## src/rtl/core/che_pkg.sv

```systemverilog
// Shared types and constants of the cluster head election block.
package che_pkg;

  localparam int NODES     = 64;
  localparam int IDX_W     = 6;
  localparam int CNT_W     = 7;
  localparam int COORD_W   = 16;
  localparam int RAND_W    = 16;
  localparam int ROUND_W   = 16;
  localparam int SQ_W      = 2 * COORD_W;
  localparam int DIST_W    = SQ_W + 1;
  localparam int DIV_W     = ROUND_W + 1;
  localparam int EPOCH_MAX = 64;

  localparam logic [CNT_W-1:0] EPOCH_RST = CNT_W'(20);
  localparam logic [CNT_W-1:0] NODES_RST = CNT_W'(64);

  localparam logic [2:0] ACT_LOAD   = 3'd0;
  localparam logic [2:0] ACT_ALIVE  = 3'd1;
  localparam logic [2:0] ACT_ROUND  = 3'd2;
  localparam logic [2:0] ACT_DRAW   = 3'd3;
  localparam logic [2:0] ACT_FINISH = 3'd4;

  localparam logic CFG_EPOCH = 1'b0;
  localparam logic CFG_NODES = 1'b1;

  localparam logic SCAN_COUNT = 1'b0;
  localparam logic SCAN_PICK  = 1'b1;

  typedef struct packed {
    logic [2:0]         action;
    logic [IDX_W-1:0]   node_index;
    logic [COORD_W-1:0] x_position;
    logic [COORD_W-1:0] y_position;
    logic               node_alive;
    logic [ROUND_W-1:0] round_number;
    logic [RAND_W-1:0]  random_value;
  } che_in_t;

  typedef struct packed {
    logic [IDX_W-1:0] out_node;
    logic [IDX_W-1:0] head_index;
    logic             has_head;
    logic             is_head;
    logic [CNT_W-1:0] head_count;
    logic             last;
  } che_out_t;

  // Broadcast command from the sequencer to every cell.
  typedef struct packed {
    logic               load;
    logic               set_alive;
    logic               clr_head;
    logic               clr_served;
    logic               draw;
    logic [IDX_W-1:0]   idx;
    logic [COORD_W-1:0] x;
    logic [COORD_W-1:0] y;
    logic               alive;
    logic [CNT_W-1:0]   nodes;
  } che_cmd_t;

  // Token that walks the row to count flags or to place the fallback head.
  typedef struct packed {
    logic             valid;
    logic             mode;
    logic [CNT_W-1:0] heads;
    logic [CNT_W-1:0] elig;
    logic [CNT_W-1:0] pick;
    logic             done;
  } che_scan_t;

  // Query for one node: picks up its own data, then its nearest head.
  typedef struct packed {
    logic               valid;
    logic [IDX_W-1:0]   node;
    logic [COORD_W-1:0] x;
    logic [COORD_W-1:0] y;
    logic               alive;
    logic               head;
    logic [DIST_W-1:0]  best;
    logic [IDX_W-1:0]   hidx;
    logic               has;
  } che_qry_t;

endpackage

```

## src/rtl/core/che_div.sv

```systemverilog
// Bit-serial remainder unit, one dividend bit per cycle.
module che_div (
  input  logic                        clk_i,
  input  logic                        rst_ni,
  input  logic                        start_i,
  input  logic [che_pkg::DIV_W-1:0]   num_i,
  input  logic [che_pkg::CNT_W-1:0]   den_i,
  output logic                        done_o,
  output logic [che_pkg::CNT_W-1:0]   rem_o
);
  import che_pkg::*;

  localparam int STEP_W = $clog2(DIV_W);

  logic [DIV_W-1:0]  num_q;
  logic [CNT_W-1:0]  den_q;
  logic [CNT_W-1:0]  rem_q, rem_d;
  logic [STEP_W-1:0] cnt_q;
  logic              run_q, done_q;
  logic [CNT_W:0]    trial;

  always_comb begin
    trial = {rem_q, num_q[DIV_W-1]};
    if (trial >= {1'b0, den_q}) begin
      rem_d = CNT_W'(trial - {1'b0, den_q});
    end else begin
      rem_d = trial[CNT_W-1:0];
    end
  end

  always_ff @(posedge clk_i or negedge rst_ni) begin
    if (!rst_ni) begin
      run_q  <= 1'b0;
      done_q <= 1'b0;
      cnt_q  <= '0;
    end else begin
      done_q <= 1'b0;
      if (start_i) begin
        run_q <= 1'b1;
        cnt_q <= STEP_W'(DIV_W - 1);
      end else if (run_q) begin
        cnt_q <= cnt_q - STEP_W'(1);
        if (cnt_q == '0) begin
          run_q  <= 1'b0;
          done_q <= 1'b1;
        end
      end
    end
  end

  always_ff @(posedge clk_i) begin
    if (start_i) begin
      num_q <= num_i;
      den_q <= den_i;
      rem_q <= '0;
    end else if (run_q) begin
      num_q <= {num_q[DIV_W-2:0], 1'b0};
      rem_q <= rem_d;
    end
  end

  assign done_o = done_q;
  assign rem_o  = rem_q;

endmodule

```

## config.mk

```make
export PLATFORM = sky130hd
export DESIGN_NAME = che_div
export DESIGN_NICKNAME = d
export VERILOG_FILES = /design/src/rtl/core/che_pkg.sv /design/src/rtl/core/che_div.sv
export SDC_FILE = /design/constraint.sdc
export NUM_CORES = 1
export LEC_CHECK = 0
export BUFFER_PORTS_ARGS = -buffer_cell sky130_fd_sc_hd__clkbuf_2
export CORE_MARGIN = 2
export CORE_UTILIZATION = 45
export CTS_CLUSTER_SIZE = 16
export DETAILED_ROUTE_END_ITERATION = 10
export PLACE_DENSITY = 0.68
export SLEW_MARGIN = 0
export SYNTH_ARGS = -nofsm -noshare
export SYNTH_HDL_FRONTEND = slang
export SYNTH_SLANG_ARGS = --single-unit
```

## constraint.sdc

```tcl
create_clock -name clk_i -period 6.2 [get_ports clk_i]
set_input_delay 0.62 -clock clk_i [delete_from_list [all_inputs] [get_ports clk_i]]
set_output_delay 0.62 -clock clk_i [all_outputs]
set_load 0.005 [all_outputs]
```

# Word-level counts from Yosys, hierarchy flattened
# Index checks and enable logic that the tools add are counted.
# totals
ff_bits	38
inputBits	27
output_inout_bits	8
elab_cells	22
# op_classes
addsub	2
magnitude_cmp	1
n_mux	11
n_reduce_logical	2
# op_table
cell	n
$mux 17	2
$mux 5	2
$ge 8x7->1	1
$mux 7	1
$sub 7x7->7	1
$mux 1	6
$logic_not 5->1	1
$sub 5x1->5 const B	1
$reduce_bool 2->1	1

# Longest topological paths before layout
# depth
word_depth	4
mapped_depth	9
depth_no_buf	8

# Worst setup path after synthesis
# OpenSTA, ideal clock, no wires.
# synth_path
path_kind	register to register
startpoint	register num_q[16]
endpoint	register rem_q[2] (netlist: rem_o[2])
setup_time_ns	0.120
t_arrival_ns	1.852
required_time_ns	6.080
setup_slack_ns	4.228
stages_incl_launch_ff	10
path_buffers	1
period_less_slack_ns	1.972
cell_sequence	edfxtp_1 inv_1 ha_1 inv_1 fa_1 a211oi_2 or3_1 buf_6 a311oi_1 a211o_1
# synth_via
elab_chain_cells	2
elab_cells_between_ends	3
cone_classes	add/sub: 1; order compare: 1; mux: 1
# synth_rtl
element	line	text
start: declaration	che_div.sv:15	logic [DIV_W-1:0] num_q;
start signal: assignment	che_div.sv:53	num_q <= num_i;
start signal: assignment	che_div.sv:57	num_q <= {num_q[DIV_W-2:0], 1'b0};
$sub 7x7->7 or $ge 8x7->1 (tied branches)	che_div.sv:25, che_div.sv:24	
$mux 7 (*)	che_div.sv:24	if (trial >= {1'b0, den_q}) begin
end signal: assignment	che_div.sv:58	rem_q <= rem_d;
end: declaration	che_div.sv:17	logic [CNT_W-1:0] rem_q, rem_d;
# Mark *: on every way between the ends. The rest lies on a longest branch, timed or not.
# A chain may end at the register's enable or synchronous reset.

# Worst setup path after layout
# layout_path
startpoint	register num_q[16]
endpoint	register rem_q[1] (netlist: rem_o[1])
# Same word-level chain as after synthesis.

==> out/metrics.cfg <==
[flow_run]
drv_cap = 0

[timing]
tns_ps = 0
min_period_ps = 2270
setup_viol = 0
slew_violations = 0
clock.fmax_ghz = 0.441
clock_skew_ps = 5.17
period_share_pct = 36.6
finalHoldViolations = 0
grt_setup_unrepaired = false
setup_ws_ps = 3930
slew_headroom_pct = 38.2
worstMarginPinSlew_ps = 927

[synth]
synth_area_leaders = edfxtp_1 36%, mux2_2 9.0%, dfrtp_1 8.8%, dfxtp_1 7.0%, ha_1 5.0%
synth.avg_cell_area_um2 = 11.6
synth_edf_count = 24
synth_fa_ha_area_share_pct = 6.02
ys_ff_latch = 38
ys.flop_type = edfxtp_1
synth_async_sr_flop_share_pct = 18.4
synth_cells = 172
yosys_warnings = 0
synth_seq_area_share_pct = 51.9
synthesis.area_mm2 = 0.00200
synth_nets = 208
synth_mux_area_share_pct = 9.02
yosysTopAreaCellShare_pct = 36.1
ys_types = 42
synthXorXnorAreaFrac_pct = 2.63
synth_top_family_by_area = simple AND/OR/NAND/NOR gates
yosys.area_share.simple_pct = 13.2
yosys.area.top_type = edfxtp_1
synth_compound_area_share_pct = 12.8

[drt]
routedWlPerCell_um = 13.2
drt-total-wl_um = 3410
drtIter0Drc = 122
ant_nets = 0
first_pass_iters = 4
via_count = 1368
drcViolationCount = 0
vias_per_cell = 5.30

[placement]
placed_cells = 250
place_ws_ps = 3980
dpl.hpwl_um = 2370
io_buffer_count = 34
place.gp.congestion = 0.774

[floorplanning]
die_w_um = 70.6
die-height_um = 70.6
start_util_pct = 46.2
pin_count = 35
core_area_mm2 = 0.00432
dieArea_mm2 = 0.00499
rows = 24

[critical_path]
r2r_start = num_q[16]
crit_type = flip-flop to flip-flop
critPathMaxFanout = 9
start_kind = flip-flop
r2r_end = rem_o[1]
cp_data_arrival_time_ps = 2460
cp-end-kind = flip-flop
worstSetupStartpoint = num_q[16]
critPathRequiredTime_ps = 6390
setup.worst_path.end = rem_o[1]
r2r_slack_ps = 3930
reg2reg_depth = 8

[clock_tree]
cts.sinks = 38
cts-htree-levels = 2
clockBufferDepth = 2
clk_pin_slew_worst_paths_ps = 70
tritoncts = built
hold_buffers = 0
numCtsBuffers = 5
cts_root_buffer = clkbuf_8
cts_resized = 0
clk_latency_ps = 280
postCtsSetupBuffers = 0

[global_route]
grt_first_pass_wirelength_um = 5810
grt_antenna_before_repair = 0
grt-ovfl-total = 0
grt_max_degree = 46
grt_pass1_vias = 1321
gr-usage-all-layers_pct = 14.5

[final_layout]
nets = 241
area_delta_synth_final_pct = 14.0
diodes = 0
post_route_cells_drive_above_1_share_pct = 30.6
fin_cells = 258
final_util_pct = 52.6

[outcome]
status = completed

[power_and_ir_drop]
leakagePower_nw = 0.957
ir_drop_mv = 0.161
power_density_mw_per_mm2 = 373

[min_path]
hold_path.class = input port to async pin

-- worst max-delay path: stages, from the launching register on --
cell and delay (ps):
edfxtp_1 360, inv_1 80, ha_1 160, inv_1 50
fa_1 420, a211oi_2 330, or3_1 350, a311oi_1 150
a311oi_1 290
-- metal layers --
layer  track usage (%)  wire length, um  up-vias
met5                 0                0        -
met3              3.99              177        4
met4              5.24               44        0
met2              22.5             1620       33
met1              19.8             1570      635
li1                  -                -      696
-- cells by family (layout without fill, tap and decap cells) --
logic type	after synthesis	count (layout)
buffers and inverters	22	56
DFF	38	38
muxes	16	16
xor gates and xnor gates	6	6
AOI/OAI and AO/OA	33	33
and+or+nand+nor	48	48
adders and majority gates	9	9
-- layout make-up --
| class | count | area (um2) |
|---|---|---|
| clock buffers | 6 | 72.6 |
| fillers | 407 | 2050 |
| repair buffers | 34 | 170 |
| clock inverters | 2 | 8.76 |
| inverters | 14 | 52.6 |
| flip-flops and latches | 38 | 1040 |
| multi-input cells | 112 | 871 |
| well taps | 52 | 65.1 |
-- state kept, by name (all words and copies together) (netlist names) --
name and cells:
rem_o 7, num_q 17, cnt_q 5, done_o 1, run_q 1, den_q 7
-- how the worst min path moves through the flow --
| stage | from | endpoint | depth (start not counted) |
|---|---|---|---|
| after floorplan | rst_ni | cnt_q[0] | 0 |
| after detailed placement | rst_ni | cnt_q[0] | 1 |
| after global placement | rst_ni | cnt_q[0] | 1 |
| final | rst_ni | cnt_q[3] | 1 |
| after global routing | rst_ni | cnt_q[3] | 1 |
| after CTS | rst_ni | cnt_q[3] | 1 |
-- Yosys cell counts (all sizes together) (3+ instances only) --
cell type  count
nor2          13
edfxtp        24
a211oi         5
a41oi          4
clkbuf         4
xnor2          5
buf            4
mux2          16
a311oi         4
a21o           3
o21ai          6
inv           14
ha             8
dfrtp          7
nor3b          9
nand2          8
dfxtp          7
nand2b         4
-- placed cells by master (no fill, tap or decap), drive strengths merged, types with 3 or more instances in the layout --
cell type  instances
a21o               3
inv               14
nand2              8
ha                 8
clkbuf            40
nand2b             4
a211oi             5
mux2              16
dfxtp              7
a41oi              4
xnor2              5
edfxtp            24
a311oi             4
o21ai              6
dfrtp              7
nor3b              9
nor2              13
-- where the power goes --
group / total [W] / switching (W) / internal [W]
Sequential: 0.000383 / 0.0000487 / 0.000334
Combinational: 0.000308 / 0.000156 / 0.000152
Clock: 0.000158 / 0.0000805 / 0.0000772
Total: 0.000849 / 0.000285 / 0.000563
-- stage by stage --
| stage | total power (W) | cell area, um2 | hold slack (ps) |
|---|---|---|---|
| after floorplan | 0.000615 | 2000 | 324 |
| after global placement | 0.000696 | 2190 | 465 |
| after detailed placement | 0.000697 | 2190 | 463 |
| after CTS | 0.000859 | 2280 | 154 |
| after global routing | 0.000917 | 2280 | 155 |
| final | 0.000849 | 2280 | 155 |
(Power assumes the default switching activity.)
