$ cat src/rtl/core/che_pkg.sv
// Shared types and constants of the cluster head election block.
package che_pkg;

  localparam int NODES     = 64;
  localparam int IDX_W     = 6;
  localparam int CNT_W     = 7;
  localparam int COORD_W   = 16;
  localparam int RAND_W    = 16;
  localparam int ROUND_W   = 16;
  localparam int SQ_W      = 2 * COORD_W;
  localparam int DIST_W    = SQ_W + 1;
  localparam int DIV_W     = ROUND_W + 1;
  localparam int EPOCH_MAX = 64;

  localparam logic [CNT_W-1:0] EPOCH_RST = CNT_W'(20);
  localparam logic [CNT_W-1:0] NODES_RST = CNT_W'(64);

  localparam logic [2:0] ACT_LOAD   = 3'd0;
  localparam logic [2:0] ACT_ALIVE  = 3'd1;
  localparam logic [2:0] ACT_ROUND  = 3'd2;
  localparam logic [2:0] ACT_DRAW   = 3'd3;
  localparam logic [2:0] ACT_FINISH = 3'd4;

  localparam logic CFG_EPOCH = 1'b0;
  localparam logic CFG_NODES = 1'b1;

  localparam logic SCAN_COUNT = 1'b0;
  localparam logic SCAN_PICK  = 1'b1;

  typedef struct packed {
    logic [2:0]         action;
    logic [IDX_W-1:0]   node_index;
    logic [COORD_W-1:0] x_position;
    logic [COORD_W-1:0] y_position;
    logic               node_alive;
    logic [ROUND_W-1:0] round_number;
    logic [RAND_W-1:0]  random_value;
  } che_in_t;

  typedef struct packed {
    logic [IDX_W-1:0] out_node;
    logic [IDX_W-1:0] head_index;
    logic             has_head;
    logic             is_head;
    logic [CNT_W-1:0] head_count;
    logic             last;
  } che_out_t;

  // Broadcast command from the sequencer to every cell.
  typedef struct packed {
    logic               load;
    logic               set_alive;
    logic               clr_head;
    logic               clr_served;
    logic               draw;
    logic [IDX_W-1:0]   idx;
    logic [COORD_W-1:0] x;
    logic [COORD_W-1:0] y;
    logic               alive;
    logic [CNT_W-1:0]   nodes;
  } che_cmd_t;

  // Token that walks the row to count flags or to place the fallback head.
  typedef struct packed {
    logic             valid;
    logic             mode;
    logic [CNT_W-1:0] heads;
    logic [CNT_W-1:0] elig;
    logic [CNT_W-1:0] pick;
    logic             done;
  } che_scan_t;

  // Query for one node: picks up its own data, then its nearest head.
  typedef struct packed {
    logic               valid;
    logic [IDX_W-1:0]   node;
    logic [COORD_W-1:0] x;
    logic [COORD_W-1:0] y;
    logic               alive;
    logic               head;
    logic [DIST_W-1:0]  best;
    logic [IDX_W-1:0]   hidx;
    logic               has;
  } che_qry_t;

endpackage

$ cat src/rtl/core/che_cell.sv
// One node cell: node state plus scan, capture and distance stages.
module che_cell #(
  parameter logic [che_pkg::IDX_W-1:0] IDX = '0
) (
  input  logic               clk_i,
  input  logic               rst_ni,
  input  che_pkg::che_cmd_t  cmd_i,
  input  che_pkg::che_scan_t scan_i,
  output che_pkg::che_scan_t scan_o,
  input  che_pkg::che_qry_t  qa_i,
  output che_pkg::che_qry_t  qa_o,
  input  che_pkg::che_qry_t  qb_i,
  output che_pkg::che_qry_t  qb_o
);
  import che_pkg::*;

  logic [COORD_W-1:0] x_q, y_q;
  logic               alive_q, served_q, head_q;
  logic               inuse, sel, elig_here, head_here, pick_hit;
  che_scan_t          scan_q, scan_d;
  che_qry_t           qa_q, qa_d, qs_q, qb_q, qb_d;
  logic [COORD_W-1:0] dx, dy;
  logic [SQ_W-1:0]    dx2_q, dy2_q;
  logic               cand_q;
  logic [DIST_W-1:0]  sq_sum;

  assign inuse     = {1'b0, IDX} < cmd_i.nodes;
  assign sel       = cmd_i.idx == IDX;
  assign elig_here = inuse && alive_q && !served_q;
  assign head_here = inuse && alive_q && head_q;
  assign pick_hit  = scan_i.valid && scan_i.mode == SCAN_PICK && elig_here &&
                     !scan_i.done && scan_i.pick == '0;

  always_ff @(posedge clk_i) begin
    if (cmd_i.load && sel) begin
      x_q <= cmd_i.x;
      y_q <= cmd_i.y;
    end
  end

  always_ff @(posedge clk_i or negedge rst_ni) begin
    if (!rst_ni) begin
      alive_q  <= 1'b0;
      served_q <= 1'b0;
      head_q   <= 1'b0;
    end else begin
      if ((cmd_i.load || cmd_i.set_alive) && sel) begin
        alive_q <= cmd_i.alive;
      end
      if (cmd_i.clr_head) begin
        head_q <= 1'b0;
      end
      if (cmd_i.clr_served) begin
        served_q <= 1'b0;
      end
      if ((cmd_i.draw && sel && alive_q && !served_q) || pick_hit) begin
        head_q   <= 1'b1;
        served_q <= 1'b1;
      end
    end
  end

  // Scan token: count flags, or count down to the fallback pick.
  always_comb begin
    scan_d = scan_i;
    if (scan_i.valid) begin
      if (scan_i.mode == SCAN_COUNT) begin
        scan_d.heads = scan_i.heads + CNT_W'(head_here);
        scan_d.elig  = scan_i.elig + CNT_W'(elig_here);
      end else if (elig_here && !scan_i.done) begin
        if (scan_i.pick == '0) begin
          scan_d.done = 1'b1;
        end else begin
          scan_d.pick = scan_i.pick - CNT_W'(1);
        end
      end
    end
  end

  // Capture pass: the query collects its own node's data.
  always_comb begin
    qa_d = qa_i;
    if (qa_i.node == IDX) begin
      qa_d.x     = x_q;
      qa_d.y     = y_q;
      qa_d.alive = alive_q;
      qa_d.head  = head_q;
    end
  end

  assign dx = (qb_i.x >= x_q) ? qb_i.x - x_q : x_q - qb_i.x;
  assign dy = (qb_i.y >= y_q) ? qb_i.y - y_q : y_q - qb_i.y;
  assign sq_sum = {1'b0, dx2_q} + {1'b0, dy2_q};

  // Distance pass: keep the nearest head, strict compare keeps the lower index.
  always_comb begin
    qb_d = qs_q;
    if (qs_q.valid && cand_q && (!qs_q.has || sq_sum < qs_q.best)) begin
      qb_d.best = sq_sum;
      qb_d.hidx = IDX;
      qb_d.has  = 1'b1;
    end
  end

  always_ff @(posedge clk_i) begin
    dx2_q  <= {{COORD_W{1'b0}}, dx} * {{COORD_W{1'b0}}, dx};
    dy2_q  <= {{COORD_W{1'b0}}, dy} * {{COORD_W{1'b0}}, dy};
    cand_q <= head_here;
  end

  always_ff @(posedge clk_i or negedge rst_ni) begin
    if (!rst_ni) begin
      scan_q <= '0;
      qa_q   <= '0;
      qs_q   <= '0;
      qb_q   <= '0;
    end else begin
      scan_q <= scan_d;
      qa_q   <= qa_d;
      qs_q   <= qb_i;
      qb_q   <= qb_d;
    end
  end

  assign scan_o = scan_q;
  assign qa_o   = qa_q;
  assign qb_o   = qb_q;

endmodule

$ cat config.mk
export PLATFORM = sky130hd
export DESIGN_NAME = che_cell
export DESIGN_NICKNAME = d
export VERILOG_FILES = /design/src/rtl/core/che_pkg.sv /design/src/rtl/core/che_cell.sv
export SDC_FILE = /design/constraint.sdc
export NUM_CORES = 1
export LEC_CHECK = 0
export BUFFER_PORTS_ARGS = -buffer_cell sky130_fd_sc_hd__buf_2
export CAP_MARGIN = 20
export CELL_PAD_IN_SITES_DETAIL_PLACEMENT = 0
export CELL_PAD_IN_SITES_GLOBAL_PLACEMENT = 1
export CORE_ASPECT_RATIO = 1.25
export CORE_MARGIN = 5
export CORE_UTILIZATION = 46
export CTS_CLUSTER_DIAMETER = 150
export DETAILED_ROUTE_END_ITERATION = 6
export PLACE_DENSITY = 0.87
export SLEW_MARGIN = 15
export SYNTH_ARGS = -nofsm -noshare
export SYNTH_HDL_FRONTEND = slang
export SYNTH_SLANG_ARGS = --single-unit
$ cat constraint.sdc
create_clock -name clk_i -period 9.6 [get_ports clk_i]
set_input_delay 0.48 -clock clk_i [delete_from_list [all_inputs] [get_ports clk_i]]
set_output_delay 0.48 -clock clk_i [all_outputs]
set_load 0.03 [all_outputs]
* After elaboration in Yosys (flattened, before gate mapping)
Index checks and enable logic that the tools add are counted.
** Operators by class
- Add/subtract/negate cells :: 8
- $mul :: 2
- Div/mod/pow operators :: 0
- $lt $le $gt $ge :: 4
- Eq/ne operators :: 0
- Shift operators :: 0
- Mux-type cells :: 14
- Bitwise logic cells :: 0
- Reduce and logical (&&, ||, !) cells :: 26
** Operators by type and width (count)
- $mul 16x16->32 :: 2
- $sub 16x16->16 :: 4
- $mux 40 :: 1
- $mux 34 :: 1
- $add 32x32->33 :: 1
- $lt 33x33->1 :: 1
- $ge 16x16->1 :: 2
- $mux 16 :: 2
- $mux 22 :: 1
- $mux 8 :: 2
- $logic_and 1x1->1 :: 15
- $add 7x1->7 :: 2
- $mux 14 :: 1
- $logic_not 6->1 :: 2
- $logic_not 7->1 :: 1
- $lt 1x7->1 const A :: 1
- $mux 7 :: 1
- $sub 7x1->7 const B :: 1
- $mux 1 :: 5
- $reduce_bool 2->1 :: 2
- $logic_not 1->1 :: 3
- $logic_or 1x1->1 :: 3
** Word-level totals
- Register bits after elaboration :: 367
- Bits in latches :: 0
- Bits in writable memories :: 0
- Bits in read-only memories :: 0
- Input port bits :: 239
- Output and inout port bits :: 186
- Logic and storage cells :: 95
- Memories :: 0

* Depth between registers and ports, before layout
Gate-level depths: netlist (run 1).
- Depth after elaboration :: 8
- Depth in mapped cells :: 37
- Mapped depth without buffers :: 35

* Worst setup path after synthesis (run 1)
No wires, ideal clock.
- Kind :: in2reg
- Start :: in qb_i[58] (netlist bit)
- End :: reg dx2_q[31]
- Library setup time :: 120 ps
- Data arrival time :: 8021 ps
- Required time :: 9480 ps
- Path slack :: 1458 ps
- Stages :: 34
- Buffers on the path :: 2
- Cells stage by stage :: inv_1 ha_1 clkbuf_1 nand4_1 a311oi_1 o21ai_0 a21oi_2 buf_4 mux2i_1 xor2_1 inv_2 nand2_1 inv_1 fa_1 inv_1 fa_1 inv_1 fa_1 inv_1 fa_1 inv_1 fa_1 inv_1 fa_1 inv_1 ha_1 o21a_1 o32ai_1 o21bai_1 o21ai_0 a41oi_1 a21oi_1 xnor2_1 xnor2_1
** Between the ends
- Longest elaborated chain between the ends :: 3
- Elaborated cells on any way between the ends :: 5
- Classes of those cells :: 2 x add/sub; 1 x mul; 1 x order compare; 1 x mux
** RTL lines
- start, declared :: RTL line che_cell.sv:12 : input che_pkg::che_qry_t qb_i,
- $sub 16x16->16 / $ge 16x16->1 (equally long branches) :: RTL line che_cell.sv:91 : assign dx = (qb_i.x >= x_q) ? qb_i.x - x_q : x_q - qb_i.x;
- $mux 16 * :: RTL line che_cell.sv:91
- $mul 16x16->32 * :: RTL line che_cell.sv:106 : dx2_q <= {{COORD_W{1'b0}}, dx} * {{COORD_W{1'b0}}, dx};
- end signal, assigned :: RTL line che_cell.sv:106
- end, declared :: RTL line che_cell.sv:23 : logic [SQ_W-1:0] dx2_q, dy2_q;
Every way passes the cells marked *; elsewhere a longest branch is shown, timed or not.
A chain may end at the register's enable or synchronous reset.

* Worst setup path in the final report (run 1)
- Start :: in qb_i[68] (netlist bit)
- End :: reg dx2_q[31]
Same word-level chain as after synthesis.

==> flow_metrics.py, run 1 <==
metrics = {
    "global_routing": {
        "first_global_vias": 23900,
        "grt_usage": 0.218,
        "grt-busiest-layer": "met2",
        "gr-usage-met2": 0.381,
        "grt_max_degree": 80,
        "use_met3": 0.0397,
        "grt_overflow_total": 0,
        "grt_pass1_wl_um": 122000,
        "antenna_found_initial": 1,
        "met1_usage": 0.274,
    },
    "drt": {
        "via_count": 21800,
        "routedWlPerCell_um": 17.5,
        "drt_wl_total_um": 75800,
        "vias_per_cell": 5.03,
        "drt_iter0_drc": 1068,
        "drt-pass1-iter-count": 5,
        "drc": 0,
        "postRouteAntennaNets": 0,
    },
    "clock_network": {
        "clockBufferDepth": 3,
        "cts_buffers": 40,
        "htree_num_levels": 2,
        "clkSinkCount": 365,
        "post_cts_buffers": 0,
        "holdBufCountCts": 102,
        "cts.clk_slew.worst_paths_ns": 0.06,
        "clkLatencyLatePin_ns": 0.59,
        "ctsResizeCount": 0,
        "cts_tree": "yes",
        "cts-root-buf": "clkbuf_16",
    },
    "yosys": {
        "synth_simple_gate_area_share": 0.0966,
        "synth_cell_types": 90,
        "ys.warnings.count": 0,
        "ys_top_cells_by_area": "dfrtp_1 23%, fa_1 22%, ha_1 14%",
        "ys_ff_latch": 365,
        "synth_top_family_by_area": "adder cells",
        "yosysTopAreaCell": "dfrtp_1",
        "syn_nets": 3808,
        "syn-mean-instance-area_sq_um": 10.2,
        "async_flop_share": 0.740,
        "synth.most_common_cell": "inv_1",
        "yosysSeqAreaShare": 0.303,
        "netlist_top_cells_count": "559 x inv_1, 328 x fa_1, 325 x ha_1, 270 x dfrtp_1, 235 x nand2_1",
        "synthXorXnorAreaFrac": 0.0416,
        "synth_compound_area_frac": 0.0953,
        "synthCells": 2916,
        "mappedNetlistArea_sq_um": 29600,
        "synth-adder-area-share": 0.359,
        "yosysTopAreaCellShare": 0.228,
        "synth-edff-count": 32,
        "synthMuxAreaShare": 0.0207,
        "yosys_most_used_dff": "dfrtp_1",
    },
    "worst_setup_path": {
        "cp_slowest_cell": "xnor2_1",
        "crit_path_max_incr_delay_ns": 0.74,
        "r2r-start": "y_q[11]",
        "cp.arrival_ns": 9.40,
        "crit_type": "in -> reg",
        "cp_data_required_time_ns": 10.11,
        "critPathCaptureType": "register",
        "startpoint": "qb_i[68]",
        "crit_fanout": 8,
        "cp-start-kind": "primary input",
    },
    "floorplanning": {
        "core_sq_um": 64200,
        "start_util": 0.462,
        "rows": 104,
        "chipWidth_um": 237,
        "die_area_sq_um": 69600,
        "die_y_um": 294,
        "num_io_pins": 425,
    },
    "sta": {
        "maxSlewViolCount": 0,
        "max_freq_mhz": 112,
        "finClkSkew_ns": 0.0346,
        "worst_pin_slew_ns": 0.997,
        "hold_viol": 0,
        "period_share": 0.926,
        "finalSetupTns_ns": 0,
        "setup_violations": 0,
        "hold-worst-slack_ns": 0.0360,
        "period_minus_slack_ns": 8.89,
        "grt_setup_unrepaired": "no",
        "relSlewSlack": 0.332,
    },
    "finish": {
        "fillers": 5609,
        "area_delta_synth_final_pct": 19.1,
        "fin_nets": 4355,
        "drive_gt1_frac": 0.184,
    },
    "place": {
        "hpwl_um": 60600,
        "gp_congestion": 0.933,
        "io_buffers": 424,
    },
    "min_path": {
        "holdCritStartpoint": "qb_i[65]",
        "hp-class": "in -> reg",
    },
    "outcome": {
        "status": "finished clean",
    },
    "run": {
        "maxCapViolations": 0,
    },
}
through the flow:
stage	util	instances	area, sq um	setup WS, ns
after floorplan	-	2916	29600	1.46
final	0.550	4344	35300	0.710
after global routing	0.550	4344	35300	0.145
after CTS	0.550	4342	35300	0.795
after detailed placement	0.513	4166	32900	0.668
after global placement	0.513	4165	32900	0.743
critical path: cells and delay by family:
kind / cells / cell delay [ns]
buf+inv: 8 / 1.29
compound gates: 10 / 2.51
xor+xnor: 3 / 1.09
simple gates: 3 / 0.50
fa+ha+maj: 8 / 3.53
layer usage:
metal | wire (um) | up-vias
met1 | 30900 | 10700
li1 | - | 10400
met5 | 0 | -
met4 | 2650 | 0
met2 | 37500 | 648
met3 | 4840 | 148
layout make-up:
| type | count | area (sq um) | area share |
|---|---|---|---|
| diodes | 1 | 2.50 | 0.0000709 |
| clock buffers | 52 | 1090 | 0.0308 |
| clock inverters | 22 | 254 | 0.00719 |
| inverters | 573 | 2150 | 0.0609 |
| multi-input cells | 1903 | 18200 | 0.515 |
| flip-flops and latches | 365 | 8980 | 0.254 |
| well taps | 848 | 1060 | 0.0300 |
| repair buffers | 580 | 3600 | 0.102 |
path summary, 6_finish.rpt:
path,end,slack [ns],cells after the start
max in group asynchronous,qa_o[37],7.15,4
hold reg to reg,qb_o[67],0.35,0
hold / removal,qb_d[65],0.04,1
min in group asynchronous,qa_o[64],0.46,2
setup / recovery,dx2_q[31],0.71,32
setup reg to reg,dy2_q[30],0.80,31
cells in the final DEF, fill, tap and decap left out, drive strengths merged, types with 11 or more instances in the layout:
cell type    instances
and3                12
nand2              237
xor2                43
nor2               198
xnor2               87
a21o                78
o21ai               99
dlygate4sd3        102
buf                478
and2                12
a21oi              126
o21a                16
ha                 325
edfxtp              32
nand3               28
nand2b              29
inv                576
nor2b               15
mux2                45
nand4               15
o21bai              15
or2                 12
nor3                28
fa                 328
clkbuf              52
dfxtp               63
dfrtp              270
a211oi              11
a31oi               16
clkinv              15
flip-flops by register name, indices dropped and copies added, names as in the netlist:
| signal | count |
|---|---|
| qb_o | 81 |
| cand_q | 1 |
| served_q | 1 |
| dy2_q | 31 |
| qs_q | 40 |
| head_q | 1 |
| qa_o | 81 |
| alive_q | 1 |
| y_q | 16 |
| x_q | 16 |
| dx2_q | 31 |
| qb_d | 41 |
| scan_o | 24 |
logic make-up after synthesis:
| kind of cell | Yosys count |
|---|---|
| fa+ha+maj | 653 |
| simple gates | 628 |
| flops | 365 |
| buf+inv | 648 |
| mux | 55 |
| compound gates | 436 |
| xor+xnor | 131 |
Power of run 1 is left out: the tool's default activity adds up to more than one toggle a clock period on the data nets, which glitch-free logic cannot reach.
==> run 2, diff against run 1 <==
--- a/config.mk
+++ b/config.mk
@@ -11,10 +11,11 @@
 export CELL_PAD_IN_SITES_GLOBAL_PLACEMENT = 1
 export CORE_ASPECT_RATIO = 1.25
 export CORE_MARGIN = 5
-export CORE_UTILIZATION = 46
+export CORE_UTILIZATION = 50
 export CTS_CLUSTER_DIAMETER = 150
 export DETAILED_ROUTE_END_ITERATION = 6
-export PLACE_DENSITY = 0.87
+export HOLD_SLACK_MARGIN = 0.1
+export PLACE_DENSITY = 0.93
 export SLEW_MARGIN = 15
 export SYNTH_ARGS = -nofsm -noshare
 export SYNTH_HDL_FRONTEND = slang
==> constraint.sdc (replaced) <==
create_clock -name clk_i -period 11.05 [get_ports clk_i]
set_input_delay 0.5525 -clock clk_i [delete_from_list [all_inputs] [get_ports clk_i]]
set_output_delay 0.5525 -clock clk_i [all_outputs]
set_load 0.03 [all_outputs]
==> run 2 against run 1 <==
  * Flip-flop and latch count unchanged
  * Setup slack improved by 0.99 ns
  * Core utilization grew 5.2 points
  * Highest routed layer unchanged
==> flow_metrics.py, run 2 (synthesized netlist as in run 1, its figures left out) <==
metrics = {
    "clock_network": {
        "cts-root-buf": "clkbuf_16",
        "clkSinkCount": 365,
        "cts_buffers": 40,
        "cts_tree": "yes",
        "clockBufferDepth": 3,
        "clkLatencyLatePin_ns": 0.59,
        "cts.clk_slew.worst_paths_ns": 0.06,
        "post_cts_buffers": 0,
        "htree_num_levels": 2,
        "ctsResizeCount": 0,
    },
    "sta": {
        "period_share": 0.846,
        "worst_pin_slew_ns": 1.08,
        "grt_setup_unrepaired": "no",
        "finalSetupTns_ns": 0,
        "max_freq_mhz": 107,
        "period_minus_slack_ns": 9.35,
        "hold-worst-slack_ns": 0.133,
        "setup_violations": 0,
        "finClkSkew_ns": 0.0417,
        "hold_viol": 0,
        "relSlewSlack": 0.280,
        "maxSlewViolCount": 0,
    },
    "worst_setup_path": {
        "cp-endpoint": "dx2_q[31]",
        "startpoint": "qb_i[58]",
        "cpMostUsedCell": "inv_1",
        "r2r-start": "x_q[0]",
        "critPathCaptureType": "register",
        "cp_slowest_cell": "ha_1",
        "r2r_end": "dx2_q[31]",
        "crit_fanout": 20,
        "crit_path_max_incr_delay_ns": 0.72,
        "cp-start-kind": "primary input",
        "cp.arrival_ns": 9.85,
        "r2r_cells": 32,
        "r2r_setup_slack_ns": 1.92,
        "crit_type": "in -> reg",
        "cp_data_required_time_ns": 11.56,
    },
    "drt": {
        "drt_wl_total_um": 75300,
        "vias_per_cell": 5.20,
        "routedWlPerCell_um": 17.7,
        "drt-pass1-iter-count": 4,
        "drt_iter0_drc": 875,
        "postRouteAntennaNets": 0,
        "drc": 0,
        "via_count": 22100,
    },
    "place": {
        "postPlaceCellArea_sq_um": 32700,
        "hpwl_um": 59200,
        "placedCellCount": 4055,
        "gp_congestion": 0.930,
        "io_buffers": 424,
    },
    "global_routing": {
        "grt_usage": 0.237,
        "grt_overflow_total": 0,
        "antenna_found_initial": 1,
        "grt_pass1_wl_um": 124000,
        "grt_max_degree": 83,
        "first_global_vias": 24000,
    },
    "floorplanning": {
        "start_util": 0.506,
        "core_sq_um": 58600,
        "die_area_sq_um": 64300,
        "chipWidth_um": 228,
        "num_io_pins": 425,
        "die_y_um": 282,
        "rows": 99,
    },
    "finish": {
        "area_delta_synth_final_pct": 19.0,
        "mostFrequentLayoutCells": "559 x inv_1, 423 x buf_2, 328 x fa_1",
        "fin_area_sq_um": 35300,
        "fin_nets": 4360,
        "instances_no_fill": 4256,
        "final_common_cell": "inv_1",
        "drive_gt1_frac": 0.178,
    },
    "run": {
        "maxCapViolations": 0,
    },
    "min_path": {
        "holdCritStartpoint": "qb_i[54]",
        "hp-class": "in -> reg",
    },
    "outcome": {
        "status": "finished clean",
    },
}
-- run 2: final cells by class --
cell class,instances,area (sq um)
Antenna cell,1,2.50
Clock buffer,53,1110
Clock inverter,19,211
Fill cell,4869,23300
Inverter,573,2150
Multi-Input combinational cell,1903,18200
Sequential cell,365,8980
Tap cell,757,947
Timing Repair Buffer,585,3670
-- run 2: worst min-delay path by stage --
stage | cells after the start | slack, ns | endpoint
CTS | 1 | 0.10 | qs_q[15]
detailed placement | 0 | 0.34 | qb_o[51]
finish | 1 | 0.13 | qb_d[54]
global route | 1 | 0.11 | qs_q[15]
floorplan | 0 | 0.26 | alive_q
global placement | 0 | 0.33 | qb_o[66]
-- run 2: critical path: cells and delay by family --
kind	cells	cell delay (ns)
AND/OR/NAND/NOR	4	0.75
multiplexers	1	0.24
XOR/XNOR	3	0.50
adder cells (fa/ha/maj)	8	4.05
buffers and inverters	11	1.70
AO/OA/AOI/OAI	8	2.04
-- run 2: metal layers --
metal | vias up | track usage | part of all wire
met5 | - | 0 | 0
met4 | 0 | 0.0809 | 0.036
met3 | 168 | 0.0480 | 0.062
met2 | 652 | 0.419 | 0.50
met1 | 10900 | 0.294 | 0.40
li1 | 10400 | - | -
-- run 2: metrics by stage --
stage                      util  setup slack (ns)
final                     0.602              1.70
after global routing      0.602             0.963
after CTS                 0.602              1.72
after detailed placement  0.557              1.66
after global placement    0.557              1.80
after floorplan               -              2.84
-- run 2: repair_timing --
action,CTS,global route
endpoints found under the setup margin,0,0
endpoints found under the hold margin,206,0
hold buffers,127,0
Power of run 2 is left out for the same reason.
==> run 3, diff against run 2 <==
--- a/config.mk
+++ b/config.mk
@@ -5,17 +5,18 @@
 export SDC_FILE = /design/constraint.sdc
 export NUM_CORES = 1
 export LEC_CHECK = 0
+export ABC_AREA = 1
 export BUFFER_PORTS_ARGS = -buffer_cell sky130_fd_sc_hd__buf_2
 export CAP_MARGIN = 20
 export CELL_PAD_IN_SITES_DETAIL_PLACEMENT = 0
 export CELL_PAD_IN_SITES_GLOBAL_PLACEMENT = 1
 export CORE_ASPECT_RATIO = 1.25
 export CORE_MARGIN = 5
-export CORE_UTILIZATION = 50
+export CORE_UTILIZATION = 45
 export CTS_CLUSTER_DIAMETER = 150
 export DETAILED_ROUTE_END_ITERATION = 6
 export HOLD_SLACK_MARGIN = 0.1
-export PLACE_DENSITY = 0.93
+export PLACE_DENSITY = 0.87
 export SLEW_MARGIN = 15
 export SYNTH_ARGS = -nofsm -noshare
 export SYNTH_HDL_FRONTEND = slang
==> constraint.sdc (replaced) <==
create_clock -name clk_i -period 8.75 [get_ports clk_i]
set_input_delay 0.4375 -clock clk_i [delete_from_list [all_inputs] [get_ports clk_i]]
set_output_delay 0.4375 -clock clk_i [all_outputs]
set_load 0.03 [all_outputs]
==> run 3 against run 2 <==
  * Non-clock buffer count up 64
  * Die area up 18%
  * Core utilization down 5.2 points
  * Register-to-register slack worse by 0.85 ns
  * Clock skew down 0.021 ns
  * Flip-flop and latch count unchanged
  * Synthesized cell count up 27%
  * Cell area up 8.5%
  * Setup slack worse by 0.86 ns
  * Critical path depth unchanged
  * Largest cell class unchanged
  * Highest routed layer unchanged
==> flow_metrics.py, run 3 <==
metrics = {
    "outcome": {
        "status": "finished clean",
    },
    "floorplanning": {
        "chipWidth_um": 247,
        "die_y_um": 307,
        "rows": 108,
        "start_util": 0.455,
        "core_sq_um": 69600,
        "num_io_pins": 425,
        "die_area_sq_um": 75800,
    },
    "clock_network": {
        "cts_buffers": 39,
        "post_cts_buffers": 0,
        "clkSinkCount": 365,
        "htree_num_levels": 2,
        "ctsResizeCount": 0,
        "cts_tree": "yes",
        "clockBufferDepth": 3,
        "cts.clk_slew.worst_paths_ns": 0.06,
        "clkLatencyLatePin_ns": 0.57,
        "holdBufCountCts": 212,
        "cts-root-buf": "clkbuf_16",
    },
    "finish": {
        "fin_area_sq_um": 38300,
        "area_delta_synth_final_pct": 20.9,
        "mostFrequentLayoutCells": "791 x nand2_1, 757 x inv_1, 423 x buf_2",
        "drive_gt1_frac": 0.136,
        "fin_nets": 5241,
        "fillers": 6319,
        "final_common_cell": "nand2_1",
        "antenna_cells": 0,
    },
    "sta": {
        "setup_violations": 0,
        "finalSetupTns_ns": 0,
        "finClkSkew_ns": 0.0203,
        "worst_pin_slew_ns": 0.933,
        "grt_setup_unrepaired": "no",
        "maxSlewViolCount": 0,
        "max_freq_mhz": 127,
        "hold_viol": 0,
        "period_minus_slack_ns": 7.90,
        "period_share": 0.903,
        "relSlewSlack": 0.378,
    },
    "min_path": {
        "hp-class": "in -> reg",
        "holdCritStartpoint": "scan_i[2]",
    },
    "drt": {
        "drt_wl_total_um": 85900,
        "drt-pass1-iter-count": 5,
        "via_count": 25700,
        "routedWlPerCell_um": 16.2,
        "drt_iter0_drc": 1227,
        "vias_per_cell": 4.84,
        "drc": 0,
        "postRouteAntennaNets": 0,
    },
    "yosys": {
        "mappedNetlistArea_sq_um": 31700,
        "ys.warnings.count": 0,
        "async_flop_share": 0.740,
        "ys_top_cells_by_area": "dfrtp_1 21%, fa_1 21%, ha_1 13%",
        "yosysTopAreaCell": "dfrtp_1",
        "ys_ff_latch": 365,
        "yosys_most_used_dff": "dfrtp_1",
        "yosysSeqAreaShare": 0.284,
        "synth.most_common_cell": "nand2_1",
        "netlist_top_cells_count": "792 x nand2_1, 757 x inv_1, 328 x fa_1, 325 x ha_1, 309 x nor2_1",
        "synthCells": 3706,
        "yosysTopAreaCellShare": 0.213,
        "syn-mean-instance-area_sq_um": 8.54,
        "syn_nets": 4598,
        "synth-edff-count": 32,
        "synth_cell_types": 49,
    },
    "place": {
        "io_buffers": 424,
        "postPlaceCellArea_sq_um": 34800,
        "gp_congestion": 0.957,
        "hpwl_um": 68800,
    },
    "run": {
        "maxCapViolations": 0,
    },
    "global_routing": {
        "antenna_found_initial": 1,
        "grt_usage": 0.229,
        "first_global_vias": 27900,
        "grt_overflow_total": 0,
        "grt_max_degree": 89,
        "grt_pass1_wl_um": 141000,
    },
    "worst_setup_path": {
        "cp_data_required_time_ns": 9.21,
        "cp-start-kind": "primary input",
        "startpoint": "qb_i[58]",
        "crit_path_max_incr_delay_ns": 0.55,
        "cp.arrival_ns": 8.37,
        "critPathCaptureType": "register",
        "r2r-start": "x_q[0]",
        "cp_slowest_cell": "a21oi_2",
        "crit_fanout": 14,
        "crit_type": "in -> reg",
    },
}
[run 3: cell types whose count changed in the layout (fill, tap and decap cells not counted), sizes merged, moves of 45 or more]
cell and change:
nand2 +589, xor2 +49, inv +216, nand3 +127
a21o -69, dlygate4sd3 +85, nor2 +124, mux2 -45
xnor2 -46
[run 3: kinds of logic (layout without fill, tap and decap cells)]
| family | Yosys count | in the layout | synth area share |
|---|---|---|---|
| simple gates | 1379 | 1379 | 0.181 |
| buf+inv | 833 | 1507 | 0.102 |
| fa+ha+maj | 653 | 653 | 0.336 |
| flops | 365 | 365 | 0.284 |
| compound gates | 343 | 343 | 0.0601 |
| xor+xnor | 133 | 133 | 0.0374 |
[run 3: final cells by class]
type	instances	area, sq um	area share
clock buffer	52	1150	0.0300
sequential	365	8980	0.235
timing repair buffer	649	4370	0.114
inverter	786	2950	0.0772
multi-input combinational	2508	19400	0.508
clock inverter	20	199	0.00520
tap	935	1170	0.0306
[run 3: path summary, 6_finish.rpt]
| path | endpoint | slack (ns) | cells past startpoint |
|---|---|---|---|
| worst max-delay path | dx2_q[28] | 0.85 | 35 |
| worst min-delay path | scan_o[2] | 0.12 | 3 |
| worst max register to register | dx2_q[28] | 1.07 | 32 |
| worst min register to register | qb_o[50] | 0.35 | 0 |
| max in group asynchronous | qs_q[34] | 6.33 | 4 |
| min in group asynchronous | qb_d[65] | 0.45 | 2 |
[run 3: layer usage]
layer | wire length, um | global-route usage | vias up
met2 | 44900 | 0.427 | 648
li1 | - | - | 12600
met3 | 4340 | 0.0344 | 160
met5 | 0 | 0 | -
met1 | 34100 | 0.272 | 12300
met4 | 2630 | 0.0658 | 0
[run 3: critical path, delay by kind of cell]
| family | cells | cell delay [ns] |
|---|---|---|
| and+or+nand+nor | 13 | 1.65 |
| adders and majority gates | 9 | 3.89 |
| buffers and inverters | 9 | 1.31 |
| AOI/OAI and AO/OA | 4 | 1.11 |
[run 3: per-stage QoR]
stage	util	setup WS, ns	hold slack [ns]	instances
final	0.550	0.847	0.124	5315
after global routing	0.550	0.303	0.113	5315
after CTS	0.549	0.894	0.103	5314
after detailed placement	0.500	0.846	0.335	5030
after global placement	0.500	0.956	0.331	5030
after floorplan	-	2.01	0.142	3706
Power of run 3 is left out for the same reason.
